## src/rtl/core/itoa_pkg.sv

```systemverilog
package itoa_pkg;

	localparam int VALUE_BITS_DEF = 32;

	// Format codes carried in the cmd field
	localparam logic [1:0] FMT_UDEC = 2'd0;
	localparam logic [1:0] FMT_SDEC = 2'd1;
	localparam logic [1:0] FMT_HEX  = 2'd2;
	localparam logic [1:0] FMT_OCT  = 2'd3;

	typedef logic [7:0] char_t;

	localparam char_t CH_ZERO  = 8'h30;  // '0'
	localparam char_t CH_X     = 8'h58;  // 'X'
	localparam char_t CH_O     = 8'h6F;  // 'o'
	localparam char_t CH_MINUS = 8'h2D;  // '-'
	localparam char_t CH_SPACE = 8'h20;  // ' '
	localparam char_t CH_ALPHA = 8'h37;  // 'A' minus ten

	// Map one digit (0..15) to its upper-case ASCII character
	function automatic char_t digit_char(input logic [3:0] d);
		char_t c;
		if (d < 4'd10) begin
			c = CH_ZERO + char_t'(d);
		end else begin
			c = CH_ALPHA + char_t'(d);
		end
		return c;
	endfunction

endpackage

```

## src/rtl/core/itoa_if.sv

```systemverilog
interface itoa_in_if #(
	parameter int VALUE_BITS = itoa_pkg::VALUE_BITS_DEF
);
	logic                  valid;
	logic                  ready;
	logic [1:0]            cmd;
	logic [VALUE_BITS-1:0] value;

	modport source (output valid, output cmd, output value, input ready);
	modport sink   (input valid, input cmd, input value, output ready);
endinterface

interface itoa_out_if;
	logic            valid;
	logic            ready;
	itoa_pkg::char_t char_out;
	logic            last;

	modport source (output valid, output char_out, output last, input ready);
	modport sink   (input valid, input char_out, input last, output ready);
endinterface

```

## src/rtl/core/integer_to_ascii_radix_top.sv

```systemverilog
// Decimal runs the shared add-3/shift step once per value bit before its first character;
//   hex and octal go straight to their prefix, and output stalls delay every format.
// One number is converted at a time; the next is taken the cycle after the trailing space
//   of the last is loaded into the output register.
// Reset: arst_n clears the sequencer and the output valid; the block comes up idle.
module integer_to_ascii_radix_top #(
	parameter int VALUE_BITS = itoa_pkg::VALUE_BITS_DEF
) (
	input  logic        clk,
	input  logic        arst_n,
	itoa_in_if.sink     din,
	itoa_out_if.source  dout
);

	// Digit counts for the widest value in each radix
	localparam int NDEC    = (VALUE_BITS * 30103) / 100000 + 1;
	localparam int NHEX    = (VALUE_BITS + 3) / 4;
	localparam int NOCT    = (VALUE_BITS + 2) / 3;
	localparam int WORK_W  = 4 * NDEC;
	localparam int HEX_SH  = WORK_W - 4 * NHEX;
	localparam int OCT_SH  = WORK_W - 3 * NOCT;
	localparam int CNT_W   = $clog2(NOCT + 1);
	localparam int STEP_W  = $clog2(VALUE_BITS + 1);

	// Sequencer states
	localparam logic [2:0] S_IDLE = 3'd0;
	localparam logic [2:0] S_CONV = 3'd1;
	localparam logic [2:0] S_PRE  = 3'd2;
	localparam logic [2:0] S_DIG  = 3'd3;
	localparam logic [2:0] S_SPC  = 3'd4;

	logic [2:0]            state_q, state_nx;
	logic [1:0]            cmd_q;
	logic                  neg_q;
	logic                  pre_q;        // second prefix character of "0X"
	logic                  started_q;    // first nonzero digit already sent
	logic [CNT_W-1:0]      cnt_q;        // digits still in the work register
	logic [STEP_W-1:0]     step_q;       // conversion steps left
	logic [WORK_W-1:0]     work_q;       // BCD or radix digits, most significant at the top
	logic [VALUE_BITS-1:0] bin_q;        // binary left to shift into the BCD digits

	logic                  out_valid_q;
	itoa_pkg::char_t       char_q;
	logic                  last_q;

	logic                  accept;
	logic                  can_emit;
	logic                  emit;
	itoa_pkg::char_t       emit_char;
	logic                  emit_last;
	logic [VALUE_BITS-1:0] v_in;
	logic                  neg_in;
	logic [VALUE_BITS-1:0] mag_in;
	logic [3:0]            dig;
	logic                  skip;
	logic [WORK_W-1:0]     bcd_nx;
	logic [VALUE_BITS-1:0] bin_nx;

	// Shared conversion unit: one binary bit enters the BCD digits per cycle
	itoa_dabble #(
		.VALUE_BITS(VALUE_BITS),
		.NDEC      (NDEC)
	) u_dabble (
		.bcd   (work_q),
		.bin   (bin_q),
		.bcd_nx(bcd_nx),
		.bin_nx(bin_nx)
	);

	assign din.ready = (state_q == S_IDLE);
	assign accept    = din.valid && din.ready;

	// Signed decimal prints the magnitude of a negative value as unsigned
	assign v_in   = din.value[VALUE_BITS-1:0];
	assign neg_in = (din.cmd == itoa_pkg::FMT_SDEC) && v_in[VALUE_BITS-1];
	assign mag_in = neg_in ? VALUE_BITS'(~v_in + VALUE_BITS'(1)) : v_in;

	// Top digit of the work register; octal digits are three bits wide
	assign dig = (cmd_q == itoa_pkg::FMT_OCT) ? {1'b0, work_q[WORK_W-1 -: 3]}
	                                          : work_q[WORK_W-1 -: 4];
	// Drop leading zeros, but always keep the final digit
	assign skip = (dig == 4'd0) && !started_q && (cnt_q > CNT_W'(1));

	// A character may be produced when the output register is free or draining
	assign can_emit = !out_valid_q || dout.ready;

	always_comb begin
		state_nx  = state_q;
		emit      = 1'b0;
		emit_char = itoa_pkg::CH_SPACE;
		emit_last = 1'b0;
		unique case (state_q)
			S_IDLE: begin
				if (accept) begin
					if (din.cmd == itoa_pkg::FMT_UDEC || din.cmd == itoa_pkg::FMT_SDEC) begin
						state_nx = S_CONV;
					end else begin
						state_nx = S_PRE;
					end
				end
			end
			S_CONV: begin
				if (step_q == STEP_W'(1)) begin
					state_nx = neg_q ? S_PRE : S_DIG;
				end
			end
			S_PRE: begin
				case (cmd_q)
					itoa_pkg::FMT_HEX: emit_char = pre_q ? itoa_pkg::CH_X : itoa_pkg::CH_ZERO;
					itoa_pkg::FMT_OCT: emit_char = itoa_pkg::CH_O;
					default:           emit_char = itoa_pkg::CH_MINUS;
				endcase
				emit = can_emit;
				if (can_emit && (cmd_q != itoa_pkg::FMT_HEX || pre_q)) begin
					state_nx = S_DIG;
				end
			end
			S_DIG: begin
				emit_char = itoa_pkg::digit_char(dig);
				emit      = can_emit && !skip;
				if ((skip || can_emit) && cnt_q == CNT_W'(1)) begin
					state_nx = S_SPC;
				end
			end
			S_SPC: begin
				emit_last = 1'b1;
				emit      = can_emit;
				if (can_emit) begin
					state_nx = S_IDLE;
				end
			end
			default: begin
				state_nx = S_IDLE;
			end
		endcase
	end

	always_ff @(posedge clk or negedge arst_n) begin
		if (!arst_n) begin
			state_q     <= S_IDLE;
			out_valid_q <= 1'b0;
		end else begin
			state_q <= state_nx;
			if (emit) begin
				out_valid_q <= 1'b1;
			end else if (dout.ready) begin
				out_valid_q <= 1'b0;
			end
		end
	end

	// Datapath: load on accept, then step, shift or advance as the sequencer moves
	always_ff @(posedge clk) begin
		if (emit) begin
			char_q <= emit_char;
			last_q <= emit_last;
		end
		if (accept) begin
			cmd_q     <= din.cmd;
			neg_q     <= neg_in;
			pre_q     <= 1'b0;
			started_q <= 1'b0;
			bin_q     <= mag_in;
			step_q    <= STEP_W'(VALUE_BITS);
			case (din.cmd)
				itoa_pkg::FMT_HEX: begin
					work_q <= WORK_W'(mag_in) << HEX_SH;
					cnt_q  <= CNT_W'(NHEX);
				end
				itoa_pkg::FMT_OCT: begin
					work_q <= WORK_W'(mag_in) << OCT_SH;
					cnt_q  <= CNT_W'(NOCT);
				end
				default: begin
					work_q <= '0;
					cnt_q  <= CNT_W'(NDEC);
				end
			endcase
		end else if (state_q == S_CONV) begin
			work_q <= bcd_nx;
			bin_q  <= bin_nx;
			step_q <= step_q - STEP_W'(1);
		end else if (state_q == S_PRE && emit) begin
			pre_q <= 1'b1;
		end else if (state_q == S_DIG && (skip || can_emit)) begin
			if (!skip) begin
				started_q <= 1'b1;
			end
			if (cmd_q == itoa_pkg::FMT_OCT) begin
				work_q <= work_q << 3;
			end else begin
				work_q <= work_q << 4;
			end
			cnt_q <= cnt_q - CNT_W'(1);
		end
	end

	assign dout.valid    = out_valid_q;
	assign dout.char_out = char_q;
	assign dout.last     = last_q;

	// Conversion never runs out of steps while still in progress
	a_conv_steps: assert property (@(posedge clk) disable iff (!arst_n)
		state_q == S_CONV |-> step_q != '0)
		else $error("conversion step count reached zero inside conversion");

	// Digit emission always has at least one digit left
	a_dig_count: assert property (@(posedge clk) disable iff (!arst_n)
		state_q == S_DIG |-> cnt_q != '0)
		else $error("digit count empty while emitting digits");

	// Only the trailing space is marked last
	a_last_space: assert property (@(posedge clk) disable iff (!arst_n)
		emit && state_q == S_SPC |=> dout.valid && dout.last &&
			dout.char_out == itoa_pkg::CH_SPACE)
		else $error("trailing space not presented as last character");

	// Every other character goes out without the last mark
	a_not_last: assert property (@(posedge clk) disable iff (!arst_n)
		emit && state_q != S_SPC |=> dout.valid && !dout.last)
		else $error("non-final character marked last");

endmodule

```

## src/rtl/core/itoa_dabble.sv

```systemverilog
// One shift-and-add-3 step of binary to BCD conversion.
module itoa_dabble #(
	parameter int VALUE_BITS = itoa_pkg::VALUE_BITS_DEF,
	parameter int NDEC       = 10
) (
	input  logic [4*NDEC-1:0]     bcd,
	input  logic [VALUE_BITS-1:0] bin,
	output logic [4*NDEC-1:0]     bcd_nx,
	output logic [VALUE_BITS-1:0] bin_nx
);

	logic [4*NDEC-1:0] adj;

	// Correct every BCD digit of five or more so the shift carries into the next digit
	always_comb begin
		for (int i = 0; i < NDEC; i++) begin
			if (bcd[4*i +: 4] >= 4'd5) begin
				adj[4*i +: 4] = bcd[4*i +: 4] + 4'd3;
			end else begin
				adj[4*i +: 4] = bcd[4*i +: 4];
			end
		end
	end

	assign bcd_nx = {adj[4*NDEC-2:0], bin[VALUE_BITS-1]};
	assign bin_nx = {bin[VALUE_BITS-2:0], 1'b0};

endmodule
```

## src/flat_wrapper.sv

```systemverilog
// flat-port wrapper written by rule: the top's interface ports become plain ports
module integer_to_ascii_radix_top_flat 
#(
	parameter int VALUE_BITS = itoa_pkg::VALUE_BITS_DEF
)
  (clk, arst_n, din_valid, din_cmd, din_value, din_ready, dout_valid, dout_char_out, dout_last, dout_ready);
  itoa_in_if #(.VALUE_BITS(VALUE_BITS)) din_i ();
  itoa_out_if dout_i ();
  input  logic clk;
  input  logic arst_n;
  input wire logic [$bits(din_i.valid)-1:0] din_valid;
  input wire logic [$bits(din_i.cmd)-1:0] din_cmd;
  input wire logic [$bits(din_i.value)-1:0] din_value;
  output wire logic [$bits(din_i.ready)-1:0] din_ready;
  output wire logic [$bits(dout_i.valid)-1:0] dout_valid;
  output wire logic [$bits(dout_i.char_out)-1:0] dout_char_out;
  output wire logic [$bits(dout_i.last)-1:0] dout_last;
  input wire logic [$bits(dout_i.ready)-1:0] dout_ready;
  assign din_i.valid = din_valid;
  assign din_i.cmd = din_cmd;
  assign din_i.value = din_value;
  assign din_ready = din_i.ready;
  assign dout_valid = dout_i.valid;
  assign dout_char_out = dout_i.char_out;
  assign dout_last = dout_i.last;
  assign dout_i.ready = dout_ready;
  integer_to_ascii_radix_top #(.VALUE_BITS(VALUE_BITS)) u_core (.clk(clk), .arst_n(arst_n), .din(din_i), .dout(dout_i));
endmodule
```

## config.mk

```make
export PLATFORM = sky130hd
export DESIGN_NAME = integer_to_ascii_radix_top_flat
export DESIGN_NICKNAME = d
export VERILOG_FILES = /design/src/rtl/core/itoa_pkg.sv /design/src/rtl/core/itoa_if.sv /design/src/rtl/core/integer_to_ascii_radix_top.sv /design/src/rtl/core/itoa_dabble.sv /design/src/flat_wrapper.sv
export SDC_FILE = /design/constraint.sdc
export NUM_CORES = 1
export LEC_CHECK = 0
export BUFFER_PORTS_ARGS = -buffer_cell sky130_fd_sc_hd__buf_2
export CAP_MARGIN = 20
export CORE_MARGIN = 2
export CORE_UTILIZATION = 30
export DETAILED_ROUTE_END_ITERATION = 7
export PLACE_DENSITY = 0.54
export SLEW_MARGIN = 20
export SYNTH_ARGS = -nofsm -noshare
export SYNTH_HDL_FRONTEND = slang
export SYNTH_HIERARCHICAL = 1
export SYNTH_SLANG_ARGS = --single-unit
```

## constraint.sdc

```tcl
create_clock -name clk -period 5.3 [get_ports clk]
set_clock_uncertainty 0.2 [all_clocks]
set_input_delay 0 -clock clk [delete_from_list [all_inputs] [get_ports clk]]
set_output_delay 0 -clock clk [all_outputs]
set_load 0.02 [all_outputs]
```

==> results of run 1 <==
## logic make-up after synthesis
group,after synthesis,synth area share
and+or+nand+nor,263,0.171
AOI/OAI and AO/OA,159,0.144
buffers and inverters,114,0.0850
DFF,99,0.394
muxes,80,0.110
xor gates and xnor gates,40,0.0481
adders and majority gates,27,0.0463
other,2,0.00103
## where the power goes
| part | internal (mW) | switching, mW | leakage, nW |
|---|---|---|---|
| clock network | 0.332 | 0.329 | 0.145 |
| logic | 0.856 | 1.23 | 2.22 |
| registers | 1.51 | 0.389 | 0.951 |
| total | 2.70 | 1.95 | 3.31 |
## sequential cells by signal (all words and copies together), names as in the netlist
signal                flops
u_core/pre_q              1
u_core/work_q            40
u_core/state_q            3
u_core/dout.char_out      7
u_core/dout.last          1
u_core/cmd_q              2
u_core/cnt_q              4
u_core/dout.valid         1
u_core/bin_q             32
u_core/step_q             6
u_core/neg_q              1
u_core/started_q          1
## cells in the mapped netlist, types with 3 or more instances
cell / count
a21oi_2: 10
clkbuf_8: 3
dfrtp_1: 4
nand3_1: 10
nor3_1: 21
a211oi_1: 6
inv_1: 36
edfxtp_1: 87
dfxtp_1: 8
and3_1: 6
nor3b_1: 3
o21ai_0: 48
clkbuf_1: 32
or2_2: 3
a21oi_1: 21
nor2b_1: 3
nor2_1: 40
xnor2_1: 31
xor2_1: 9
nand2b_1: 21
or3b_2: 3
mux2i_1: 80
nand2_1: 124
a31oi_1: 9
or4_1: 6
o31ai_1: 4
buf_1: 6
and2_1: 6
o21ai_1: 10
nor4_1: 4
buf_4: 35
ha_1: 27
o221ai_1: 29
## layer usage
metal  track usage  share of wire  vias up  wire (um)
met5             0              0        -          0
met4        0.0373          0.014        0        258
met3        0.0255          0.038       17        685
met2         0.228           0.46      133       8190
met1         0.198           0.49     2733       8760
li1              -              -     2832          -
## what timing repair did
item,CTS,global route
hold buffers,36,0
hold endpoints to repair,71,0
gates resized for setup,0,0
## cells in the final DEF (no fill, tap or decap), types with 10 or more instances in the layout
cell type,netlist,layout
nand2_1,124,120
edfxtp_1,87,87
mux2i_1,80,80
o21ai_0,48,48
buf_2,1,47
nor2_1,40,40
dlygate4sd3_1,0,36
inv_1,36,36
xnor2_1,31,31
o221ai_1,29,29
ha_1,27,27
nor3_1,21,21
nand2b_1,21,21
a21oi_1,21,21
o21ai_1,10,10
a21oi_2,10,10
## critical path, cell delays in order (launching register included)
cell      delay (ns)
edfxtp_1        0.43
nand2_2         0.40
nand2_1         0.21
a21boi_0        0.30
ha_1            0.19
or3b_2          0.44
a211oi_1        0.36
o21ai_0         0.21
nand3_2         0.51
buf_4           0.39
## path summary, 6_finish.rpt
check / slack, ns / startpoint / endpoint
worst min register to register: 0.28 / u_core/started_q / u_core/started_q
min in group asynchronous: 0.35 / arst_n / u_core/dout.valid
max in group asynchronous: 4.38 / arst_n / u_core/state_q[0]
worst max register to register: 1.32 / u_core/cmd_q[1] / u_core/work_q[20]
worst max-delay path: 1.32 / u_core/cmd_q[1] / u_core/work_q[20]
worst min-delay path: 0.02 / din_value[5] / u_core/work_q[12]
## final cells by class
class / count / area, um2
timing repair buffer: 91 / 656
fill: 2523 / 15900
multi-input combinational: 571 / 3820
tap: 324 / 405
sequential: 99 / 2870
inverter: 36 / 135
clock inverter: 7 / 63.8
clock buffer: 9 / 225
antenna: 1 / 2.50
==> impl_results.md, run 1 <==
- RSZ-0062 raised after global routing: false
- Pwr Total: 4.65 mW
- Initial DRC Count: 346
- H-tree depth: 3
- Clk pin slew, worst setup/hold paths: 0.08 ns
- Area grow syn2layout: 12.2%
- Post-synth top area share: 0.358
- Synthesized area per cell: 9.30 um2
- All-Layer GR Usage: 0.142
- # nets final: 873
- Clock latency on the worst-skew pair: 0.36 ns
- Final setup violation count: 0
- FFs w/ async S/R, synth: 0.0404
- Die Wd: 160 um
- Via density: 5.02
- Clock sink count: 99
- WL/cell: 15.7 um
- Clk root buf: clkbuf_16
- Die footprint: 25,600 um2
- CP Launch Type: flop
- Setup TNS Final: 0 ns
- Via count: 5,715
- Residual DRC: 0
- 1st-pass router iterations: 5
- Clock buffer depth: 2
- Number of CTS-inserted buffers: 9
- Yosys warning total: 6
- Worst EP required: 5.14 ns
- Yosys reg bits: 99
- Fmax: 251 MHz
- Vias in the first global route: 5,540
- Aggregate global routing overflow: 0
- Slack of the critical path: 1.32 ns
- Pwr/cell area: 568 nW/um2
- Global-route wire length before repair: 29,200 um
- Crit path DAT: 3.82 ns
- P_leak: 3.31 nW
- Crit Path Max Fanout: 24
- Largest net degree at the start of global routing: 63
- Final core occ: 0.339
- Chip Height: 160 um
- Post-synth EDFFs: 87
- WL final: 17,900 um
- Tcrit/Tclk final: 0.751
- Layout Cells excl Fill: 1,138
- Final Instance Area: 8180 um2
- Worst slew pin tran: 0.775 ns
- Pre-CTS WS: 1.38 ns
- Starting Density: 0.302
- Critical path type: reg -> reg
- Synth Net Count: 849
- Gpl congestion: 0.818
- Routed Antenna Nets: 0
- Top cells by area, synth: edfxtp_1 36%, mux2i_1 11%, nand2_1 6.4%, ha_1 4.6%, xnor2_1 3.7%
- Synth cell types: 60
- Synth Flop Type: edfxtp_1
- Slew margin rel.: 0.483
- Core area: 24,100 um2
- Final hold violation count: 0
- Max_cap viols: 0
- Worst vdd ir: 0.255 mV
- Post-CTS Setup Bufs: 0
- Minimum clock period after layout: 3.98 ns
- Post-Syn Instances: 784
- Top Ports: 49
- CP endpoint kind: flop
- Status: completed
- R2r worst-path depth: 9
- WHS Path Cells: 3
- HPWL after DPL: 11,900 um
- CTS tree: done
- Port Buffers: 47
- Ratio of cells with drive above 1 in the final layout: 0.125
- Worst Hold Class: in -> reg
- Post-Syn Area: 7290 um2
- Sequential area share after synthesis: 0.394
- Initial antenna violation count: 1
- Synth area leader: edfxtp_1
- DP Cell Count: 1,085
- Placed cell area: 7530 um2
- Hold slack: 0.0167 ns
- Row cnt: 57
- Fin. max-slew vios: 0
No activity file was read; power rests on OpenSTA's default activity.
==> run 2: changes to the inputs <==
ABC_AREA = 1   (was not set)
PLACE_DENSITY = 0.56   (was 0.54)
clock period = 3.4 ns   (was 5.3 ns; I/O delays follow)
==> run 2 against run 1 <==
Compared with the run above: the flow now finishes with violations (design-rule violations); power up 80%; non-clock buffer count up 6; cell area up 10%; final cell count up 32%; synthesized area up 10%; utilization up 0.61 points; clock-buffer cell count up 4; critical path depth unchanged; critical path type unchanged; largest cell class unchanged.
==> impl_results.md, run 2 <==
- Status: complete, but fails checks
- Failing checks: design-rule violations
- Crit Path Max Fanout: 40
- Final setup violation count: 0
- Layout Cells excl Fill: 1,498
- 1st-pass router iterations: 7
- Synthesized area per cell: 7.11 um2
- Starting Density: 0.307
- Top cells by area, synth: edfxtp_1 33%, nand2_1 17%, nand3_1 7.5%, inv_1 5.1%, nor2_1 4.5%
- RSZ-0062 raised after global routing: false
- Pwr Total: 8.34 mW
- WHS Path Cells: 6
- Via density: 4.88
- Chip Height: 168 um
- P_leak: 4.07 nW
- Fin. max-slew vios: 0
- All-Layer GR Usage: 0.148
- Commonest non-fill, non-tap cell in the layout: nand2_1
- Ant diodes: 0
- R2R setup slack: 0.71 ns
- Gpl congestion: 0.876
- Global-route wire length before repair: 34,000 um
- Synth Net Count: 1,193
- WL final: 20,600 um
- CP cell instances: nor2_2 -> nand2_2 -> inv_2 -> buf_4 -> nand2_1 -> o21a_1 -> nand2_1 -> o22ai_1 -> dlygate4sd3_1
- Clock sink count: 99
- Worst vdd ir: 0.385 mV
- CP endpoint kind: flop
- CTS tree: done
- Minimum clock period after layout: 2.69 ns
- WL/cell: 13.8 um
- Crit path from: u_core/state_q[2]
- Max FFs per register: 40
- Row cnt: 59
- # nets final: 1,223
- CP delay by family, top: buffers and inverters
- Fmax: 371 MHz
- CP Launch Type: flop
- Crit path DAT: 2.73 ns
- Number of CTS-inserted buffers: 9
- Yosys reg bits: 99
- Via count: 7,308
- Port Buffers: 47
- Clock buffer depth: 2
- Residual DRC: 4
- H-tree depth: 3
- Tcrit/Tclk final: 0.792
- Critical R2R Capture: u_core/state_q[2]
- Clock latency on the worst-skew pair: 0.35 ns
- Synth area leader: edfxtp_1
- Yosys warning total: 6
- Int Pwr: 4.61 mW
- Worst r2r src: u_core/state_q[2]
- Routed Antenna Nets: 0
- Aggregate global routing overflow: 0
- Final hold violation count: 0
- Most frequent CP cell: nand2_1
- Slew margin rel.: 0.528
- Hold Path End: u_core/bin_q[25]
- Top-count cell post-synth: nand2_1
- Sequential power share: 0.355
- Pwr/cell area: 924 nW/um2
- Initial antenna violation count: 0
- HPWL after DPL: 15,100 um
- Clk root buf: clkbuf_16
- Sequential area share after synthesis: 0.358
- Post-synth top area share: 0.326
- Most frequent cells in the layout: 358 x nand2_1, 121 x nand3_1, 110 x inv_1
- Max_cap viols: 0
- Die footprint: 28,100 um2
- NetSw: 3.73 mW
- Ratio of cells with drive above 1 in the final layout: 0.113
- Clk pin slew, worst setup/hold paths: 0.07 ns
- Clk network pwr share: 0.138
- Worst Path Buf+Inv: 3
- Critical path type: reg -> reg
- Slowest stage cell, crit path: dlygate4sd3_1
- Die Wd: 168 um
- Switch share: 0.448
- Worst Hold Class: in -> reg
- Area grow syn2layout: 12.5%
- Logic gate share of total power: 0.507
- Worst EP required: 3.44 ns
- Vias in the first global route: 6,807
- Post-Syn Instances: 1,128
- Top Ports: 49
- Crit path largest cell delay: 0.56 ns
- Worst slew pin tran: 0.703 ns
- Synth Flop Type: edfxtp_1
- Setup TNS Final: 0 ns
- Post-synth EDFFs: 87
- Post-Syn Area: 8020 um2
- Post-CTS Setup Bufs: 0
- Synth cell types: 47
- Worst Hold Launch: din_value[25]
- DP Cell Count: 1,444
- R2r worst-path depth: 9
- Initial DRC Count: 543
- Core area: 26,100 um2
- FFs w/ async S/R, synth: 0.0404
- Fill count: 2,810
- Largest reg by FF count: u_core/work_q
- Largest net degree at the start of global routing: 58
- Top post-synthesis cells by count: 359 x nand2_1, 121 x nand3_1, 110 x inv_1
[run 2: changes by cell type after synthesis, moves of 17 or more]
cell	before	now
nand2_1	124	359
nand3_1	10	121
mux2i_1	80	1
inv_1	36	110
nor2_1	40	97
xnor2_1	31	5
o221ai_1	29	4
a21oi_1	21	43
o21ai_0	48	70
nand2b_1	21	0
clkbuf_1	32	12
buf_2	1	18
nor3_1	21	4
[run 2: metrics by stage]
| step | worst slack [ns] | util | area, um2 | hold WS [ns] |
|---|---|---|---|---|
| after floorplan | 0.367 | - | 8020 | -0.496 |
| after global placement | 0.759 | 0.318 | 8300 | -0.386 |
| after detailed placement | 0.740 | 0.318 | 8300 | -0.388 |
| after CTS | 0.684 | 0.345 | 9030 | 0.00540 |
| after global routing | 0.423 | 0.345 | 9030 | 0.0575 |
| final | 0.707 | 0.345 | 9030 | 0.00420 |
[run 2: repair_timing]
item | 4_1_cts | 5_1_grt
resized for setup | 0 | 0
endpoints found under the hold margin | 65 | 0
hold buffers | 38 | 0
[run 2: how the worst max path moves through the flow]
stage	to	slack (ns)	depth (start not counted)
after CTS	u_core/state_q[2]	0.68	9
after floorplan	u_core/work_q[0]	0.37	9
after global placement	u_core/work_q[9]	0.76	9
final	u_core/state_q[2]	0.71	9
after detailed placement	u_core/work_q[9]	0.74	9
after global routing	u_core/work_q[11]	0.42	9
[run 2: cells by family (layout without fill, tap and decap cells)]
| group | after synthesis | count (layout) | share of synthesized area |
|---|---|---|---|
| simple gates | 609 | 609 | 0.319 |
| buf+inv | 196 | 231 | 0.115 |
| compound gates | 176 | 176 | 0.143 |
| flops | 99 | 99 | 0.358 |
| fa+ha+maj | 27 | 27 | 0.0421 |
| xor+xnor | 16 | 16 | 0.0175 |
| mux | 3 | 3 | 0.00405 |
| other cells | 2 | 2 | 0.000936 |
[run 2: power groups by stage]
stage | registers [mW] | clock network, mW | logic [mW]
after global routing | 3.05 | 1.22 | 4.87
final | 2.96 | 1.15 | 4.23
after CTS | 2.95 | 1.18 | 4.27
after global placement | 2.97 | 0 | 4.14
after floorplan | 2.91 | 0 | 3.47
after detailed placement | 2.97 | 0 | 4.21
[run 2: area by class of cell]
type                            instances  area, um2  share of cell area
Clock buffer                           13        325              0.0360
Clock inverter                          3       18.8             0.00208
Inverter                              118        443              0.0491
Multi-Input combinational cell        833       4230               0.469
Sequential cell                        99       2870               0.318
Tap cell                              335        419              0.0464
Timing Repair Buffer                   97        718              0.0796
[run 2: layer usage]
layer / global-route usage / share of wire / wire length [um]
met5: 0 / 0 / 0
met4: 0.0310 / 0.011 / 225
met3: 0.0215 / 0.041 / 842
met2: 0.235 / 0.44 / 9060
met1: 0.214 / 0.51 / 10500
[run 2: worst min-delay path, delay by kind of cell]
| family | cells | cell delay (ns) |
|---|---|---|
| buffers and inverters | 1 | 0.15 |
| and+or+nand+nor | 5 | 0.31 |
